File: src/hdl/lpg_pkg.sv
// Package holding the sizes, derived widths and sequencer states of the line pixel generator.
package lpg_pkg;

    // Bits per coordinate axis; the tile spans 2^COORD_BITS pixels on each axis.
    localparam int COORD_BITS = 6;
    // Width of the packed red, green, blue color.
    localparam int COLOR_BITS = 24;
    // Signed error term: it stays within minus one span and three spans.
    localparam int ERR_BITS   = COORD_BITS + 3;

    // One-hot sequencer states.
    typedef enum logic [2:0] {
        ST_IDLE  = 3'b001,
        ST_SETUP = 3'b010,
        ST_RUN   = 3'b100
    } t_state;

endpackage

File: src/hdl/line_pixel_generator_core.sv
// Top level: Bresenham line pixel generator with a setup step and a shared stepping unit.
// A command is captured, the setup step registers the walk state, then the first pixel
// beat is registered. Throughput: one pixel per cycle while the output is not stalled; a
// line of major span S gives S + 1 beats and stalls the input until the last is loaded.
// The single error add, compare and subtract unit in the run state sets the pixel rate.
// Reset is synchronous and active low; it clears the sequencer and the output valid.
module line_pixel_generator_core (
    input  logic                           i_clk,
    input  logic                           i_rst_n,
    // Command channel
    input  logic                           i_valid,
    output logic                           o_stall,
    input  logic [lpg_pkg::COORD_BITS-1:0] i_start_first,
    input  logic [lpg_pkg::COORD_BITS-1:0] i_start_second,
    input  logic [lpg_pkg::COORD_BITS-1:0] i_end_first,
    input  logic [lpg_pkg::COORD_BITS-1:0] i_end_second,
    input  logic [lpg_pkg::COLOR_BITS-1:0] i_color,
    // Pixel channel
    output logic                           o_valid,
    input  logic                           i_stall,
    output logic [lpg_pkg::COORD_BITS-1:0] o_pixel_first,
    output logic [lpg_pkg::COORD_BITS-1:0] o_pixel_second,
    output logic [lpg_pkg::COLOR_BITS-1:0] o_pixel_color,
    output logic                           o_last_pixel
);
    import lpg_pkg::*;

    // Sequencer and captured command.
    t_state                r_state, n_state;
    logic [COORD_BITS-1:0] r_a0, r_b0, r_a1, r_b1;
    logic [COLOR_BITS-1:0] r_color;

    // Line walking state.
    logic [COORD_BITS-1:0]      r_maj_pos, r_min_pos, r_maj_end, r_span;
    logic [COORD_BITS:0]        r_inc;
    logic signed [ERR_BITS-1:0] r_err;
    logic                       r_steep, r_down;

    // Output register.
    logic                  r_o_valid;
    logic [COORD_BITS-1:0] r_o_first, r_o_second;
    logic [COLOR_BITS-1:0] r_o_color;
    logic                  r_o_last;

    logic w_accept;
    logic w_load;
    logic w_last;

    // Setup terms.
    logic [COORD_BITS-1:0] w_da, w_db;
    logic                  w_steep, w_swap;
    logic [COORD_BITS-1:0] w_p0maj, w_p0min, w_p1maj, w_p1min;
    logic [COORD_BITS-1:0] w_maj0, w_min0, w_maj1, w_min1, w_min_span;

    // Step terms.
    logic signed [ERR_BITS-1:0] w_sum, w_err_next;
    logic                       w_over;
    logic [COORD_BITS-1:0]      w_min_next;

    assign o_stall  = (r_state != ST_IDLE);
    assign w_accept = i_valid && (r_state == ST_IDLE);
    assign w_load   = (r_state == ST_RUN) && (!r_o_valid || !i_stall);
    assign w_last   = (r_maj_pos == r_maj_end);

    // Setup: choose the major axis and order the endpoints along it.
    always_comb begin
        w_da    = (r_a0 > r_a1) ? (r_a0 - r_a1) : (r_a1 - r_a0);
        w_db    = (r_b0 > r_b1) ? (r_b0 - r_b1) : (r_b1 - r_b0);
        w_steep = (w_da < w_db);
        w_p0maj = w_steep ? r_b0 : r_a0;
        w_p0min = w_steep ? r_a0 : r_b0;
        w_p1maj = w_steep ? r_b1 : r_a1;
        w_p1min = w_steep ? r_a1 : r_b1;
        w_swap  = (w_p0maj > w_p1maj);
        w_maj0  = w_swap ? w_p1maj : w_p0maj;
        w_min0  = w_swap ? w_p1min : w_p0min;
        w_maj1  = w_swap ? w_p0maj : w_p1maj;
        w_min1  = w_swap ? w_p0min : w_p1min;
        w_min_span = (w_min0 > w_min1) ? (w_min0 - w_min1) : (w_min1 - w_min0);
    end

    // Shared stepping unit: add the increment, compare against the span, pull back.
    always_comb begin
        w_sum      = r_err + $signed({2'b00, r_inc});
        w_over     = (w_sum > $signed({3'b000, r_span}));
        w_err_next = w_over ? (w_sum - $signed({2'b00, r_span, 1'b0})) : w_sum;
        if (!w_over) begin
            w_min_next = r_min_pos;
        end else if (r_down) begin
            w_min_next = r_min_pos - COORD_BITS'(1);
        end else begin
            w_min_next = r_min_pos + COORD_BITS'(1);
        end
    end

    // Next state.
    always_comb begin
        n_state = r_state;
        unique case (r_state)
            ST_IDLE:  if (i_valid) n_state = ST_SETUP;
            ST_SETUP: n_state = ST_RUN;
            ST_RUN:   if (w_load && w_last) n_state = ST_IDLE;
            default:  n_state = ST_IDLE;
        endcase
    end

    // Control registers.
    always_ff @(posedge i_clk) begin
        if (!i_rst_n) begin
            r_state   <= ST_IDLE;
            r_o_valid <= 1'b0;
        end else begin
            r_state <= n_state;
            if (w_load) begin
                r_o_valid <= 1'b1;
            end else if (!i_stall) begin
                r_o_valid <= 1'b0;
            end
        end
    end

    // Command capture, setup results and the walk along the major axis.
    always_ff @(posedge i_clk) begin
        if (w_accept) begin
            r_a0    <= i_start_first;
            r_b0    <= i_start_second;
            r_a1    <= i_end_first;
            r_b1    <= i_end_second;
            r_color <= i_color;
        end
        if (r_state == ST_SETUP) begin
            r_steep   <= w_steep;
            r_maj_pos <= w_maj0;
            r_min_pos <= w_min0;
            r_maj_end <= w_maj1;
            r_span    <= w_maj1 - w_maj0;
            r_inc     <= {w_min_span, 1'b0};
            r_down    <= (w_min1 < w_min0);
            r_err     <= '0;
        end else if (w_load && !w_last) begin
            r_maj_pos <= r_maj_pos + COORD_BITS'(1);
            r_min_pos <= w_min_next;
            r_err     <= w_err_next;
        end
    end

    // Output payload, back in the caller's axis order.
    always_ff @(posedge i_clk) begin
        if (w_load) begin
            r_o_first  <= r_steep ? r_min_pos : r_maj_pos;
            r_o_second <= r_steep ? r_maj_pos : r_min_pos;
            r_o_color  <= r_color;
            r_o_last   <= w_last;
        end
    end

    assign o_valid        = r_o_valid;
    assign o_pixel_first  = r_o_first;
    assign o_pixel_second = r_o_second;
    assign o_pixel_color  = r_o_color;
    assign o_last_pixel   = r_o_last;

endmodule

File: config.mk
export PLATFORM = sky130hd
export DESIGN_NAME = line_pixel_generator_core
export DESIGN_NICKNAME = d
export VERILOG_FILES = /design/src/hdl/lpg_pkg.sv /design/src/hdl/line_pixel_generator_core.sv
export SDC_FILE = /design/constraint.sdc
export NUM_CORES = 1
export LEC_CHECK = 0
export BUFFER_PORTS_ARGS = -buffer_cell sky130_fd_sc_hd__buf_2
export CAP_MARGIN = 10
export CORE_ASPECT_RATIO = 0.6
export CORE_MARGIN = 10
export CORE_UTILIZATION = 45
export CTS_CLUSTER_DIAMETER = 120
export CTS_CLUSTER_SIZE = 40
export DETAILED_ROUTE_END_ITERATION = 8
export PLACE_DENSITY = 0.71
export SLEW_MARGIN = 25
export SYNTH_ARGS = -nofsm -noshare
export SYNTH_HDL_FRONTEND = slang
export SYNTH_SLANG_ARGS = --single-unit
export TNS_END_PERCENT = 20
File: constraint.sdc
create_clock -name i_clk -period 9.1 [get_ports i_clk]
set_input_delay 1.365 -clock i_clk [delete_from_list [all_inputs] [get_ports i_clk]]
set_output_delay 1.365 -clock i_clk [all_outputs]
set_load 0.05 [all_outputs]
==> impl_summary.md <==
STA
On the final layout, the worst clock skew is 13.31 ps. At the pin with the least slew margin, the transition time is 755.1 ps. The hold violation total from the final report is 0. Summed over all failing endpoints, the final setup total negative slack is 0 ps.

The fraction of the cycle the final worst path needs is 0.9373. The final worst hold slack is 412.4 ps. The top achievable clock speed is 117.2 MHz. The final-report max-slew violation count is 0. Measured against its own limit, the worst slew margin works out to 0.4932. The shortest clock period the worst path allows after layout is 8529 ps.

Setup repair after global routing left no endpoint under its margin. Setup violations remaining at the end of the flow were counted as 0.

Critical path
On the critical path, the stage with the largest delay is an instance of sky130_fd_sc_hd__edfxtp_1. Setup slack on the worst reg-to-reg path comes out at 570 ps. Counting cells, the worst reg-to-reg path comes to 38. The most critical setup path has its startpoint at r_b0[0]. The endpoint arrival time on the critical path is 8700 ps.

The worst setup path is launched from a flop. The endpoint of the lowest-slack register-to-register path is r_inc[6]. The worst reg2reg path startpoint is r_b0[0]. The required time of the critical path is 9270 ps. Of all nets on the critical path, the largest fanout is 28. The largest single stage delay on the critical path is 460 ps.

STA classifies the critical path endpoint as a flop. The critical path is of the reg -> reg type.

Job
Across the run, the number of max-cap violations was 0.

Min path
The tightest min-delay check is of the reg -> reg type. For hold timing, the worst endpoint is o_pixel_color[21]. The hold path startpoint is r_color[21]. The worst hold path was traced through 0 stages.

Synth
The main flop type after synthesis is sky130_fd_sc_hd__edfxtp_1. The compound-gate portion of the synthesized area is 0.1284. The synthesized-area fraction occupied by and/or/nand/nor cells is 0.07492.

The fraction of synthesized area in multiplexers is 0.1199. For this run, the number of Yosys warnings is 0. Counting flops and latches in the post-synthesis netlist gives 129. Of the total synthesized cell area, the portion taken by full adders, half adders and majority gates is 0.1247. Synthesis produced a netlist whose cell count is 708. In this run, distinct cell masters in the synthesized netlist total 59. After synthesis, the largest family of logic cells by area is compound AO/OA/AOI/OAI gates. In the synthesized netlist the async set-or-reset flop fraction comes to 0. The xor/xnor share of the synthesized area is 0.04452.

In this run, synthesis inferred 117 flip-flops with an integrated enable. The synthesized netlist occupies a cell area of 0.008066 mm2. The proportion of synthesized chip area in sequential cells is 0.4653.

In this run the mean area of a mapped cell was 11.39 um2. The net count after synthesis is 835.

Floorplanning
The initial utilization of the core area, before any placement, comes to 0.4646. The initialized floorplan defines 37 standard-cell rows. The floorplan step defined a die boundary enclosing 0.02386 mm2. For this design the top-level I/O count stands at 91. The core region is 0.01736 mm2.

The die boundary height is 123.7 um. The die is 192.8 um wide.

Placed design
During placement, the flow inserted port buffers numbering 90. Detailed placement ended at an HPWL of 14560 um. The congestion estimate from routability-driven global placement came to 0.9719.

Clocking
In this run, post-CTS hold repair placed 0 buffers. The buffer cell driving the clock tree root is sky130_fd_sc_hd__clkbuf_16. The number of H-tree levels is 4. TritonCTS built the clock tree. The post-CTS clock slew at the launch and capture registers of the worst setup and hold paths is 70 ps. The CTS sink count is 129. The TritonCTS buffer count is 17. The maximum root-to-sink buffer count is 2. The clock reaches the later pin of the worst-skew pair after 420 ps.

Detailed routing
The count of vias placed by the detailed router is 5747. The detail-routed net length per standard cell is 18.15 um. The number of design rule violations left after detail routing is 0. The detail route stage leaves a number of antenna-violating nets equal to 0. The detailed router finished its first iteration with 571 violations. The routed wire length is 19220 um. The first detailed-routing pass ran for 5 iterations.

Using the TritonRoute via totals, the vias-per-cell ratio works out to 5.427.

GRT
The number of antenna violations at the first check in global routing is 2. For this run the aggregate overflow at the end of global routing stands at 0. Entering global routing, the biggest net connects 51 pins. The first global-routing pass estimated 30060 um of wire. The via count of the first global-routing pass came to 5430. The total global routing track utilization is 0.1618.

Cells and area
The number of antenna diodes in the final layout is 0. In the final layout, the share of cells above drive strength 1 is 0.2230. The number of fillers in the final layout is 1459. The number of nets in the finished design is 939. The signed area change from the synthesized netlist to the final layout is 17.88%.

Run status
The flow ran to the end, and the final reports show no timing, DRC or antenna violations.
area by class of cell:
class | instances | area (um2) | share of cell area
clock buffers | 17 | 425.4 | 0.04474
clock inverters | 15 | 187.7 | 0.01974
inverters | 67 | 251.5 | 0.02645
multi-input cells | 495 | 4045 | 0.4254
flip-flops and latches | 129 | 3754 | 0.3947
well taps | 234 | 292.8 | 0.03079
repair buffers | 102 | 553.0 | 0.05816
flip-flops by register name, summed over array words and instances (netlist names):
signal	flops
r_err	8
o_pixel_second	6
o_valid	1
r_b1	6
r_steep	1
r_down	1
o_last_pixel	1
r_maj_end	6
o_pixel_first	6
r_inc	6
r_min_pos	6
r_state	3
r_a1	6
r_maj_pos	6
r_color	24
o_pixel_color	24
r_b0	6
r_span	6
r_a0	6
cells by family (layout without fill, tap and decap cells):
logic type / Yosys count / count (layout)
compound gates: 156 / 157
simple gates: 130 / 130
flops: 129 / 129
mux: 92 / 92
buf+inv: 85 / 201
fa+ha+maj: 75 / 75
xor+xnor: 41 / 41
how the worst max path moves through the flow:
stage,end,slack [ps],depth (start not counted)
2_1_floorplan,r_inc[6],950,39
3_3_place_gp,r_inc[6],670,38
3_5_place_dp,r_inc[6],450,38
4_1_cts,r_inc[6],390,41
5_1_grt,r_inc[6],30,40
6_report,r_inc[6],570,38
repair_timing:
action / in CTS / in global routing
resized for setup: 0 / 10
buffers inserted: 0 / 3
setup endpoints to repair: 0 / 2
hold endpoints to repair: 0 / 0
critical path, delay by kind of cell (launching register included):
kind,cells,cell delay [ps]
and+or+nand+nor,1,150
AOI/OAI and AO/OA,17,3250
xor gates and xnor gates,2,320
muxes,5,1330
buffers and inverters,7,990
DFF,1,460
adders and majority gates,6,1730
layout by cell type (no fill, tap or decap), drive strengths merged, types with 4 or more instances in the layout:
cell / count
o311ai: 4
nor2b: 5
dfxtp: 12
nor3: 9
o21ai: 25
a21boi: 4
a21o: 24
nand2b: 5
edfxtp: 117
xnor2: 27
inv: 74
clkinv: 7
a211oi: 5
xor2: 14
nor2: 43
o21bai: 7
buf: 102
o211ai: 4
ha: 66
nand3: 13
nand2: 36
a21oi: 60
mux2: 34
fa: 9
mux2i: 58
nand4: 5
clkbuf: 17
metrics by stage:
step	cell area, um2	instances	setup WS, ps	util
5_1_grt	9509	1059	34.16	0.5477
2_1_floorplan	8066	708	948.1	-
3_5_place_dp	8815	1023	445.8	0.5077
6_report	9509	1059	570.8	0.5477
4_1_cts	9428	1055	385.6	0.5431
3_3_place_gp	8815	1023	665.4	0.5077
routing by layer:
metal  up-vias  share of wire  GRT usage  wire length [um]
met5         -        0.00068          0                13
met4         2         0.0069    0.03905               133
met3        17          0.080    0.04551              1529
met2       191           0.41     0.2184              7913
met1      2727           0.50     0.2462              9627
li1       2810              -          -                 -
synth_stat cells (14+ instances only):
cell type / number / area, um2
sky130_fd_sc_hd__xnor2_1: 27 / 236.5
sky130_fd_sc_hd__nor2_1: 43 / 161.4
sky130_fd_sc_hd__xor2_1: 14 / 122.6
sky130_fd_sc_hd__a21oi_1: 57 / 285.3
sky130_fd_sc_hd__mux2_2: 31 / 349.1
sky130_fd_sc_hd__nand2_1: 36 / 135.1
sky130_fd_sc_hd__ha_1: 66 / 825.8
sky130_fd_sc_hd__a21o_1: 24 / 180.2
sky130_fd_sc_hd__inv_1: 65 / 244.0
sky130_fd_sc_hd__mux2i_1: 58 / 580.6
sky130_fd_sc_hd__edfxtp_1: 117 / 3513
Power is left out: the tool's default activity adds up to more than one toggle a clock period on the data nets, which glitch-free logic cannot reach.
